[config.mk]
export PLATFORM = sky130hd
export DESIGN_NAME = dot_grid_symbol_op_generator_unit
export DESIGN_NICKNAME = d
export VERILOG_FILES = /design/src/hw/rtl/dgs_pkg.sv /design/src/hw/rtl/dgs_front.sv /design/src/hw/rtl/dgs_queue.sv /design/src/hw/rtl/dgs_back.sv /design/src/hw/rtl/dot_grid_symbol_op_generator_unit.sv
export SDC_FILE = /design/constraint.sdc
export NUM_CORES = 2
export LEC_CHECK = 0
export BUFFER_PORTS_ARGS = -buffer_cell sky130_fd_sc_hd__buf_4
export CAP_MARGIN = 30
export CORE_MARGIN = 2
export CORE_UTILIZATION = 25
export DETAILED_ROUTE_END_ITERATION = 8
export GPL_ROUTABILITY_DRIVEN = 0
export SLEW_MARGIN = 20
export SYNTH_ARGS = -nofsm -noshare
export SYNTH_HDL_FRONTEND = slang
export SYNTH_SLANG_ARGS = --single-unit
[constraint.sdc]
create_clock -name clk -period 6.6 [get_ports clk]
set_clock_uncertainty 0.05 [all_clocks]
set_input_delay 1.32 -clock clk [delete_from_list [all_inputs] [get_ports clk]]
set_output_delay 1.32 -clock clk [all_outputs]
set_load 0.02 [all_outputs]
[src/hw/rtl/dgs_pkg.sv]
// Shared types, widths and codes of the dot grid symbol op generator.
package dgs_pkg;

	localparam int CANVAS_W = 12;
	localparam int PAT_W = 36;
	localparam int RAD_W = 10;
	localparam int COLOR_W = 24;
	localparam int KIND_W = 2;
	localparam int SIDE_W = 11;
	localparam int REM_W = 3;
	localparam int CFG_IDX_W = 2;
	localparam int GRID_SIDE_DEF = 6;
	localparam int QUEUE_DEPTH_DEF = 2;

	localparam logic [KIND_W-1:0] OP_RECT = 2'd0;
	localparam logic [KIND_W-1:0] OP_CIRCLE = 2'd1;
	localparam logic [KIND_W-1:0] OP_DOT = 2'd2;

	localparam logic [CFG_IDX_W-1:0] REG_BACKGROUND = 2'd0;
	localparam logic [CFG_IDX_W-1:0] REG_FOREGROUND = 2'd1;
	localparam logic [CFG_IDX_W-1:0] REG_DOT_COLOR = 2'd2;

	typedef struct packed {
		logic [CANVAS_W-1:0] width;
		logic [CANVAS_W-1:0] height;
		logic [PAT_W-1:0] pattern;
	} dgs_geom_t;

	typedef struct packed {
		logic [CANVAS_W-1:0] width;
		logic [CANVAS_W-1:0] height;
		logic [CANVAS_W-1:0] cx;
		logic [CANVAS_W-1:0] cy;
		logic [RAD_W-1:0] radius;
		logic [SIDE_W-1:0] step_q;
		logic [REM_W-1:0] step_r;
		logic [RAD_W-1:0] dot_r;
		logic [CANVAS_W-1:0] base_x;
		logic [CANVAS_W-1:0] base_y;
		logic [PAT_W-1:0] pattern;
	} dgs_desc_t;

	typedef struct packed {
		logic [COLOR_W-1:0] background;
		logic [COLOR_W-1:0] foreground;
		logic [COLOR_W-1:0] dot;
	} dgs_colors_t;

	typedef struct packed {
		logic valid;
		logic [KIND_W-1:0] kind;
		logic [CANVAS_W-1:0] pos_x;
		logic [CANVAS_W-1:0] pos_y;
		logic [CANVAS_W-1:0] rect_w;
		logic [CANVAS_W-1:0] rect_h;
		logic [RAD_W-1:0] radius;
		logic [COLOR_W-1:0] color;
		logic last;
	} dgs_op_t;

	typedef struct packed {
		logic empty;
		logic full;
	} dgs_qstat_t;

endpackage

[src/hw/rtl/dgs_front.sv]
// Front pipeline: derives circle, square and dot geometry of one request.
module dgs_front import dgs_pkg::*; #(
	parameter int GRID_SIDE = GRID_SIDE_DEF
) (
	input  logic clk,
	input  logic arst_n,
	input  logic in_valid,
	input  logic [CANVAS_W-1:0] in_width,
	input  logic [CANVAS_W-1:0] in_height,
	input  logic [PAT_W-1:0] in_pattern,
	output logic push,
	output dgs_desc_t desc
);

	// Keep only the pattern bits the grid uses.
	localparam logic [PAT_W-1:0] PAT_MASK = {PAT_W{1'b1}} << (PAT_W - GRID_SIDE * GRID_SIDE);
	// Reciprocal of the grid side, scaled by 2^16 and rounded down.
	localparam int GRID_RECIP = 65536 / GRID_SIDE;

	logic v_s1, v_s2, v_s3, v_s4, v_s5, v_s6;
	dgs_geom_t g_s1, g_s2, g_s3, g_s4, g_s5, g_s6;
	logic [20:0] p_s1, p_s2;
	logic [SIDE_W-1:0] q0_s2;
	logic [SIDE_W-1:0] s_s3, s_s4, s_s5, s_s6;
	logic [SIDE_W-1:0] gq0_s4;
	logic [SIDE_W-1:0] gq_s5;
	logic [REM_W-1:0] gr_s5, gr_s6;
	logic [SIDE_W-1:0] gq_s6;
	logic [6:0] c10_s6;

	logic [31:0] prod2;
	logic [20:0] m3, diff3;
	logic [SIDE_W-1:0] s3;
	logic [27:0] prod4;
	logic [SIDE_W-1:0] t5, gq5;
	logic [REM_W-1:0] gr5;
	logic [RAD_W-1:0] d0_6, plus9;
	logic [17:0] prod6;
	logic [RAD_W-1:0] d0_q, dot_r;

	always_ff @(posedge clk or negedge arst_n) begin
		if (!arst_n) begin
			v_s1 <= 1'b0;
			v_s2 <= 1'b0;
			v_s3 <= 1'b0;
			v_s4 <= 1'b0;
			v_s5 <= 1'b0;
			v_s6 <= 1'b0;
		end else begin
			v_s1 <= in_valid;
			v_s2 <= v_s1;
			v_s3 <= v_s2;
			v_s4 <= v_s3;
			v_s5 <= v_s4;
			v_s6 <= v_s5;
		end
	end

	// radius * 1414, then divide by 1000 through a reciprocal with one correction
	assign prod2 = 32'(p_s1) * 32'd1048;
	assign m3 = 21'(q0_s2) * 21'd1000;
	assign diff3 = p_s2 - m3;
	assign s3 = (diff3 >= 21'd1000) ? q0_s2 + 11'd1 : q0_s2;

	// side / GRID_SIDE with remainder, same scheme
	assign prod4 = 28'(s_s3) * 28'(GRID_RECIP);
	assign t5 = s_s4 - 11'(gq0_s4 * 11'(GRID_SIDE));
	always_comb begin
		if (t5 >= 11'(GRID_SIDE)) begin
			gq5 = gq0_s4 + 11'd1;
			gr5 = 3'(t5 - 11'(GRID_SIDE));
		end else begin
			gq5 = gq0_s4;
			gr5 = 3'(t5);
		end
	end

	// dot radius: floor(side / 2G), less its tenth rounded up
	assign d0_6 = gq_s5[SIDE_W-1:1];
	assign plus9 = d0_6 + 10'd9;
	assign prod6 = 18'(plus9) * 18'd205;

	always_ff @(posedge clk) begin
		g_s1 <= '{width: in_width, height: in_height, pattern: in_pattern & PAT_MASK};
		p_s1 <= 21'(in_width[CANVAS_W-1:2]) * 21'd1414;
		g_s2 <= g_s1;
		p_s2 <= p_s1;
		q0_s2 <= prod2[30:20];
		g_s3 <= g_s2;
		s_s3 <= s3;
		g_s4 <= g_s3;
		s_s4 <= s_s3;
		gq0_s4 <= prod4[26:16];
		g_s5 <= g_s4;
		s_s5 <= s_s4;
		gq_s5 <= gq5;
		gr_s5 <= gr5;
		g_s6 <= g_s5;
		s_s6 <= s_s5;
		gq_s6 <= gq_s5;
		gr_s6 <= gr_s5;
		c10_s6 <= prod6[17:11];
	end

	assign d0_q = gq_s6[SIDE_W-1:1];
	assign dot_r = d0_q - 10'(c10_s6);

	always_comb begin
		desc.width = g_s6.width;
		desc.height = g_s6.height;
		desc.cx = {1'b0, g_s6.width[CANVAS_W-1:1]};
		desc.cy = {1'b0, g_s6.height[CANVAS_W-1:1]};
		desc.radius = g_s6.width[CANVAS_W-1:2];
		desc.step_q = gq_s6;
		desc.step_r = gr_s6;
		desc.dot_r = dot_r;
		desc.base_x = {1'b0, g_s6.width[CANVAS_W-1:1]} - 12'(s_s6[SIDE_W-1:1]) + 12'(dot_r);
		desc.base_y = {1'b0, g_s6.height[CANVAS_W-1:1]} - 12'(s_s6[SIDE_W-1:1]) + 12'(dot_r);
		desc.pattern = g_s6.pattern;
	end

	assign push = v_s6;

endmodule

[src/hw/rtl/dgs_queue.sv]
// Short descriptor queue between the front pipeline and the op sequencer.
module dgs_queue import dgs_pkg::*; #(
	parameter int QUEUE_DEPTH = QUEUE_DEPTH_DEF
) (
	input  logic clk,
	input  logic arst_n,
	input  logic push,
	input  dgs_desc_t wr_desc,
	input  logic pop,
	output dgs_desc_t rd_desc,
	output dgs_qstat_t stat
);

	localparam int PTR_W = (QUEUE_DEPTH > 1) ? $clog2(QUEUE_DEPTH) : 1;
	localparam int CNT_W = $clog2(QUEUE_DEPTH + 1);

	dgs_desc_t mem_q [QUEUE_DEPTH];
	logic [PTR_W-1:0] wr_ptr_q, rd_ptr_q;
	logic [CNT_W-1:0] count_q;

	function automatic logic [PTR_W-1:0] ptr_next(input logic [PTR_W-1:0] p);
		ptr_next = (p == PTR_W'(QUEUE_DEPTH - 1)) ? '0 : p + PTR_W'(1);
	endfunction

	always_ff @(posedge clk) begin
		if (push) begin
			mem_q[wr_ptr_q] <= wr_desc;
		end
	end

	always_ff @(posedge clk or negedge arst_n) begin
		if (!arst_n) begin
			wr_ptr_q <= '0;
			rd_ptr_q <= '0;
			count_q <= '0;
		end else begin
			if (push) begin
				wr_ptr_q <= ptr_next(wr_ptr_q);
			end
			if (pop) begin
				rd_ptr_q <= ptr_next(rd_ptr_q);
			end
			if (push && !pop) begin
				count_q <= count_q + CNT_W'(1);
			end else if (pop && !push) begin
				count_q <= count_q - CNT_W'(1);
			end
		end
	end

	assign rd_desc = mem_q[rd_ptr_q];
	assign stat.empty = (count_q == '0);
	assign stat.full = (count_q == CNT_W'(QUEUE_DEPTH));

endmodule

[src/hw/rtl/dgs_back.sv]
// Op sequencer: walks one descriptor and emits its drawing ops; it loads the next one as it ends the last.
module dgs_back import dgs_pkg::*; #(
	parameter int GRID_SIDE = GRID_SIDE_DEF
) (
	input  logic clk,
	input  logic arst_n,
	input  dgs_desc_t desc,
	input  logic q_empty,
	input  dgs_colors_t colors,
	output logic pop,
	output dgs_op_t op
);

	typedef enum logic [4:0] {
		ST_IDLE = 5'b00001,
		ST_BG   = 5'b00010,
		ST_CIRC = 5'b00100,
		ST_SQ   = 5'b01000,
		ST_DOTS = 5'b10000
	} dgs_state_t;

	dgs_state_t state_q;
	dgs_desc_t cur_q;
	logic [PAT_W-1:0] pat_q;
	logic [2:0] col_q;
	logic [SIDE_W-1:0] xq_q, yq_q;
	logic [REM_W-1:0] xr_q, yr_q;
	dgs_op_t op_q;

	logic finish;
	logic rest_zero;
	logic [REM_W:0] xsum, ysum;

	assign rest_zero = (pat_q[PAT_W-2:0] == '0);
	assign finish = ((state_q == ST_SQ) && (pat_q == '0)) || ((state_q == ST_DOTS) && rest_zero);
	assign pop = !q_empty && ((state_q == ST_IDLE) || finish);

	assign xsum = {1'b0, xr_q} + {1'b0, cur_q.step_r};
	assign ysum = {1'b0, yr_q} + {1'b0, cur_q.step_r};

	always_ff @(posedge clk or negedge arst_n) begin
		if (!arst_n) begin
			state_q <= ST_IDLE;
		end else begin
			if (pop) begin
				state_q <= ST_BG;
			end else begin
				unique case (state_q)
					ST_IDLE: state_q <= ST_IDLE;
					ST_BG:   state_q <= ST_CIRC;
					ST_CIRC: state_q <= ST_SQ;
					ST_SQ:   state_q <= finish ? ST_IDLE : ST_DOTS;
					ST_DOTS: state_q <= finish ? ST_IDLE : ST_DOTS;
					default: state_q <= ST_IDLE;
				endcase
			end
		end
	end

	// Load a fresh descriptor on pop, advance the grid walk in the dot phase.
	always_ff @(posedge clk) begin
		if (pop) begin
			cur_q <= desc;
			pat_q <= desc.pattern;
			col_q <= '0;
			xq_q <= '0;
			xr_q <= '0;
			yq_q <= '0;
			yr_q <= '0;
		end else if (state_q == ST_DOTS) begin
			pat_q <= {pat_q[PAT_W-2:0], 1'b0};
			if (col_q == 3'(GRID_SIDE - 1)) begin
				col_q <= '0;
				xq_q <= '0;
				xr_q <= '0;
				if (ysum >= 4'(GRID_SIDE)) begin
					yr_q <= 3'(ysum - 4'(GRID_SIDE));
					yq_q <= yq_q + cur_q.step_q + 11'd1;
				end else begin
					yr_q <= 3'(ysum);
					yq_q <= yq_q + cur_q.step_q;
				end
			end else begin
				col_q <= col_q + 3'd1;
				if (xsum >= 4'(GRID_SIDE)) begin
					xr_q <= 3'(xsum - 4'(GRID_SIDE));
					xq_q <= xq_q + cur_q.step_q + 11'd1;
				end else begin
					xr_q <= 3'(xsum);
					xq_q <= xq_q + cur_q.step_q;
				end
			end
		end
	end

	// Output register: strobe and payload
	always_ff @(posedge clk or negedge arst_n) begin
		if (!arst_n) begin
			op_q <= '0;
		end else begin
			op_q.valid <= (state_q == ST_BG) || (state_q == ST_CIRC) || (state_q == ST_SQ) ||
				((state_q == ST_DOTS) && pat_q[PAT_W-1]);
			op_q.kind <= OP_RECT;
			op_q.pos_x <= cur_q.cx;
			op_q.pos_y <= cur_q.cy;
			op_q.rect_w <= '0;
			op_q.rect_h <= '0;
			op_q.radius <= '0;
			op_q.color <= colors.foreground;
			op_q.last <= 1'b0;
			unique case (state_q)
				ST_BG: begin
					op_q.pos_x <= '0;
					op_q.pos_y <= '0;
					op_q.rect_w <= cur_q.width;
					op_q.rect_h <= cur_q.height;
					op_q.color <= colors.background;
				end
				ST_CIRC: begin
					op_q.kind <= OP_CIRCLE;
					op_q.radius <= cur_q.radius;
				end
				ST_SQ: begin
					op_q.rect_w <= 12'(cur_q.radius);
					op_q.rect_h <= 12'(cur_q.radius);
					op_q.last <= (pat_q == '0);
				end
				ST_DOTS: begin
					op_q.kind <= OP_DOT;
					op_q.pos_x <= cur_q.base_x + 12'(xq_q);
					op_q.pos_y <= cur_q.base_y + 12'(yq_q);
					op_q.radius <= cur_q.dot_r;
					op_q.color <= colors.dot;
					op_q.last <= rest_zero;
				end
				ST_IDLE: begin
					op_q.last <= 1'b0;
				end
				default: begin
					op_q.last <= 1'b0;
				end
			endcase
		end
	end

	assign op = op_q;

endmodule

[src/hw/rtl/dot_grid_symbol_op_generator_unit.sv]
// Top level of the dot grid symbol op generator: config registers, credits, wiring.
//
//  channel   | handshake           | payload
//  ----------+---------------------+-------------------------------------------
//  request   | start / busy        | canvas_width, canvas_height, dot_pattern
//  config    | cfg_we              | cfg_index, cfg_data
//  result    | op_valid (strobe)   | op_kind, pos_x, pos_y, rect_width,
//            |                     | rect_height, shape_radius, op_color, last_op
//
// A request runs through a 6-stage front pipeline (radius*1414/1000, side/GRID_SIDE,
// dot radius), waits in a QUEUE_DEPTH-entry queue, and is then walked by the op
// sequencer at one cell per cycle, from the background, circle and square ops to the
// last set pattern bit of the grid. The sequencer sets the rate; it pops the next
// request in the cycle it ends the last. On an idle block the first strobe follows
// the front stages, the queue, the BG state and the output register.
// Reset clears valids, credits and the registers to their listed values; busy
// rises while QUEUE_DEPTH requests sit in the front pipeline or the queue.
module dot_grid_symbol_op_generator_unit import dgs_pkg::*; #(
	parameter int GRID_SIDE = GRID_SIDE_DEF,
	parameter int QUEUE_DEPTH = QUEUE_DEPTH_DEF
) (
	input  logic clk,
	input  logic arst_n,
	input  logic start,
	output logic busy,
	input  logic [CANVAS_W-1:0] canvas_width,
	input  logic [CANVAS_W-1:0] canvas_height,
	input  logic [PAT_W-1:0] dot_pattern,
	input  logic cfg_we,
	input  logic [CFG_IDX_W-1:0] cfg_index,
	input  logic [COLOR_W-1:0] cfg_data,
	output logic op_valid,
	output logic [KIND_W-1:0] op_kind,
	output logic [CANVAS_W-1:0] pos_x,
	output logic [CANVAS_W-1:0] pos_y,
	output logic [CANVAS_W-1:0] rect_width,
	output logic [CANVAS_W-1:0] rect_height,
	output logic [RAD_W-1:0] shape_radius,
	output logic [COLOR_W-1:0] op_color,
	output logic last_op
);

	localparam int CNT_W = $clog2(QUEUE_DEPTH + 1);

	dgs_colors_t colors_q;
	logic [CNT_W-1:0] credit_q;
	logic accept;
	logic push, pop;
	dgs_desc_t front_desc, queue_desc;
	dgs_qstat_t qstat;
	dgs_op_t op;

	// Color registers; out-of-range indexes drop the write.
	always_ff @(posedge clk or negedge arst_n) begin
		if (!arst_n) begin
			colors_q.background <= 24'hFFFFFF;
			colors_q.foreground <= 24'h000000;
			colors_q.dot <= 24'hFFFFFF;
		end else if (cfg_we) begin
			unique case (cfg_index)
				REG_BACKGROUND: colors_q.background <= cfg_data;
				REG_FOREGROUND: colors_q.foreground <= cfg_data;
				REG_DOT_COLOR:  colors_q.dot <= cfg_data;
				default: ;
			endcase
		end
	end

	// Count requests in the front pipeline and queue; a slot frees on pop, so the
	// queue can never overflow even though the front pipeline has no stall.
	assign accept = start && !busy;
	assign busy = (credit_q == CNT_W'(QUEUE_DEPTH));

	always_ff @(posedge clk or negedge arst_n) begin
		if (!arst_n) begin
			credit_q <= '0;
		end else if (accept && !pop) begin
			credit_q <= credit_q + CNT_W'(1);
		end else if (pop && !accept) begin
			credit_q <= credit_q - CNT_W'(1);
		end
	end

	dgs_front #(.GRID_SIDE(GRID_SIDE)) u_front (
		.clk(clk),
		.arst_n(arst_n),
		.in_valid(accept),
		.in_width(canvas_width),
		.in_height(canvas_height),
		.in_pattern(dot_pattern),
		.push(push),
		.desc(front_desc)
	);

	dgs_queue #(.QUEUE_DEPTH(QUEUE_DEPTH)) u_queue (
		.clk(clk),
		.arst_n(arst_n),
		.push(push),
		.wr_desc(front_desc),
		.pop(pop),
		.rd_desc(queue_desc),
		.stat(qstat)
	);

	dgs_back #(.GRID_SIDE(GRID_SIDE)) u_back (
		.clk(clk),
		.arst_n(arst_n),
		.desc(queue_desc),
		.q_empty(qstat.empty),
		.colors(colors_q),
		.pop(pop),
		.op(op)
	);

	assign op_valid = op.valid;
	assign op_kind = op.kind;
	assign pos_x = op.pos_x;
	assign pos_y = op.pos_y;
	assign rect_width = op.rect_w;
	assign rect_height = op.rect_h;
	assign shape_radius = op.radius;
	assign op_color = op.color;
	assign last_op = op.valid && op.last;

`ifndef SYNTHESIS
	a_credit_bound: assert property (@(posedge clk) disable iff (!arst_n)
		credit_q <= CNT_W'(QUEUE_DEPTH))
		else $error("request credit count above queue depth");

	a_no_overflow: assert property (@(posedge clk) disable iff (!arst_n)
		push |-> (!qstat.full || pop))
		else $error("descriptor pushed into a full queue");

	a_pop_nonempty: assert property (@(posedge clk) disable iff (!arst_n)
		pop |-> !qstat.empty)
		else $error("descriptor popped from an empty queue");

	a_accept_credit: assert property (@(posedge clk) disable iff (!arst_n)
		(accept && !pop) |=> (credit_q == $past(credit_q) + CNT_W'(1)))
		else $error("accepted request not counted");
`endif

endmodule
==> results.py <==
metrics = {
    "yosys": {
        "synth_area_um2": 42810,
        "ys_seq_area_frac": 0.5734,
        "synth_top_family_by_area": "adder cells",
        "synth_compound_area_frac": 0.06611,
        "synth_mux_area_frac": 0.04825,
        "netlist_instances": 3276,
        "synth_fa_ha_area_frac": 0.1756,
        "synthesis.nets": 3886,
        "synth_area_leader_cell": "dfxtp_1",
        "synthTopCellsByArea": "dfxtp_1, edfxtp_1, ha_1, dfrtp_1, fa_1",
        "avgSynthCellArea_um2": 13.07,
        "synth-edff-count": 321,
        "ys_ff_latch": 1019,
        "netlist.area_leader.share": 0.2445,
        "async_reset_ff_frac": 0.1717,
        "ys_warn_count": 0,
        "synth_xor_area_frac": 0.03805,
        "synth.distinct_cells": 71,
        "synthFlopType": "dfxtp_1",
        "synthSimpleGateAreaFrac": 0.04951,
    },
    "timing": {
        "max_freq_ghz": 0.1522,
        "hold_viol": 0,
        "finalCritPeriodShare": 0.9958,
        "rsz0062_at_grt": "true",
        "setup_viol_count_final": 0,
        "whs_ps": 264.1,
        "worst_slew_pin_slew_ps": 915.4,
        "finalCriticalPeriod_ps": 6572,
        "relSlewSlack": 0.3877,
        "drv_slew": 0,
    },
    "route": {
        "drt_first_pass_iters": 5,
        "drt-total-wl_mm": 84.34,
        "routedWlPerCell_um": 14.59,
        "vias": 23500,
        "dr.first_iter.drc_count": 1051,
        "via_per_inst": 4.067,
        "drc_errors": 0,
        "ant_nets": 0,
    },
    "placement": {
        "place_area_um2": 46580,
        "port_buffers": 176,
        "place_inst": 5584,
        "dp.final_hpwl_mm": 61.65,
    },
    "setup_path": {
        "critPathMaxStageDelay_ps": 540,
        "worstSetupEndpointType": "flop",
        "cp.required_ps": 7150,
        "path_class": "reg2reg",
        "cp_slowest_cell": "fa_1",
        "arrival_ps": 7120,
        "start_kind": "flop",
        "cp_max_fo": 5,
        "cpMostUsedCell": "fa_1",
    },
    "run_status": {
        "outcome": "finished, final reports clean",
    },
    "global_routing": {
        "grt_pass1_vias": 24510,
        "grt_first_pass_wirelength_mm": 133.9,
        "antenna_found_initial": 2,
        "grt_overflow": 0,
        "grt_max_degree": 163,
        "grtUsageTotal": 0.09720,
    },
    "die": {
        "die-area_um2": 174600,
        "die_x_um": 417.8,
        "chipHeight_um": 417.8,
        "initial_core_util": 0.2523,
        "fp-row-count": 151,
        "core-area_um2": 169700,
        "pin_count": 177,
    },
    "hold_path": {
        "min_path_type": "reg2reg",
    },
    "final_layout": {
        "layout_common_cells": "dfxtp_1, ha_1, inv_1, edfxtp_1, buf_4",
        "area_growth_pct": 17.39,
        "mostFrequentLayoutCell": "dfxtp_1",
        "nets": 4083,
        "antenna_cells": 0,
        "fin_area_um2": 50260,
        "finalNonFillerCells": 5779,
        "drive_gt1_frac": 0.1856,
    },
    "clock_network": {
        "cts_buffer_depth": 3,
        "cts_root_buf": "clkbuf_16",
        "htreeDepth": 3,
        "cts_tree": "done",
        "cts_sinks": 1019,
        "cts_made_buffers": 101,
        "cts_hold_buf": 0,
        "insertion_delay_ps": 710,
        "clk_pin_slew_worst_paths_ps": 60,
    },
    "job": {
        "cap_violations": 0,
    },
}
-- critical path: cells and delay by family, from the launching register on --
family / cells / cell delay (ps)
AND/OR/NAND/NOR: 4 / 990
flip-flops: 1 / 360
XOR/XNOR: 2 / 250
AO/OA/AOI/OAI: 12 / 1760
buffers and inverters: 5 / 450
adder cells (fa/ha/maj): 6 / 2580
-- cell usage after synthesis (all sizes together) (11+ instances only) --
cell type,count
clkbuf,53
nand3,23
xnor2,131
inv,333
dfxtp,523
and2,11
nand2,129
nor3,39
mux2,147
a21oi,127
a211oi,19
o21bai,22
dfrtp,126
fa,135
mux2i,41
buf,87
ha,385
nand4,11
a22o,52
dfstp,49
nor4,13
o21ai,81
a22oi,24
edfxtp,321
nor2b,25
xor2,55
nor2,162
a21o,28
o21a,16
-- cells by family after synthesis --
| family | after synthesis |
|---|---|
| buffers and inverters | 473 |
| AO/OA/AOI/OAI | 430 |
| AND/OR/NAND/NOR | 460 |
| XOR/XNOR | 186 |
| multiplexers | 188 |
| flip-flops | 1019 |
| adder cells (fa/ha/maj) | 520 |
-- final cells by class --
cell class / count / area (um2)
Fill cell: 17090 / 119400
Sequential cell: 1019 / 24560
Multi-Input combinational cell: 1784 / 16330
Clock buffer: 132 / 2972
Tap cell: 2218 / 2775
Timing Repair Buffer: 234 / 1815
Inverter: 333 / 1250
Clock inverter: 59 / 556.8
-- repair_timing --
| item | 4_1_cts | 5_1_grt |
|---|---|---|
| gates resized for setup | 7 | 28 |
| setup buffers | 2 | 1 |
| pin swaps | 12 | 28 |
| gates cloned | 0 | 0 |
| setup endpoints to repair | 11 | 11 |
| hold endpoints to repair | 0 | 0 |
-- state kept, by name (all words and copies together) (netlist names), 36 cells and up --
register,count
u_queue.mem_q,214
u_back.pat_q,36
u_front.desc,60
u_front.g_s1,60
u_front.g_s4,60
u_front.g_s3,60
u_back.cur_q,71
u_back.op,86
colors_q,72
u_front.g_s5,60
u_front.g_s2,60
-- routing by layer --
metal | GRT usage | vias to the layer above | part of all wire | wire, um
met4 | 0.03622 | 0 | 0.028 | 2328
met5 | 0 | - | 0 | 0
li1 | - | 11610 | - | -
met2 | 0.1654 | 342 | 0.48 | 40400
met3 | 0.01732 | 115 | 0.038 | 3193
met1 | 0.1226 | 11440 | 0.46 | 38420
-- path summary, 6_finish.rpt --
check / from / cells after the start / to / slack (ps)
worst max-delay path: u_front.q0_s2[1]$_DFF_P_ / 29 / u_front.s_s3[10]$_DFF_P_ / 30
worst min-delay path: u_front.g_s5[15]$_DFF_P_ / 0 / u_front.desc[15]$_DFF_P_ / 260
worst max register to register: u_front.q0_s2[1]$_DFF_P_ / 29 / u_front.s_s3[10]$_DFF_P_ / 30
worst min register to register: u_front.g_s5[15]$_DFF_P_ / 0 / u_front.desc[15]$_DFF_P_ / 260
max in group asynchronous: arst_n / 2 / u_queue.rd_ptr_q$_DFFE_PN0P_ / 4570
min in group asynchronous: arst_n / 1 / u_back.op[40]$_DFF_PN0_ / 570
-- per-stage QoR --
stage            util  TNS [ps]  worst slack (ps)
5_1_grt        0.2962     -3927            -375.6
3_3_place_gp   0.2744     -2595            -269.0
2_1_floorplan       -         0             8.201
3_5_place_dp   0.2746     -3939            -384.8
6_report       0.2962         0             27.98
4_1_cts        0.2956         0             3.399
Power is not shown: default switching activity piles up to over one toggle a cycle in this logic, so the estimate is an artifact.
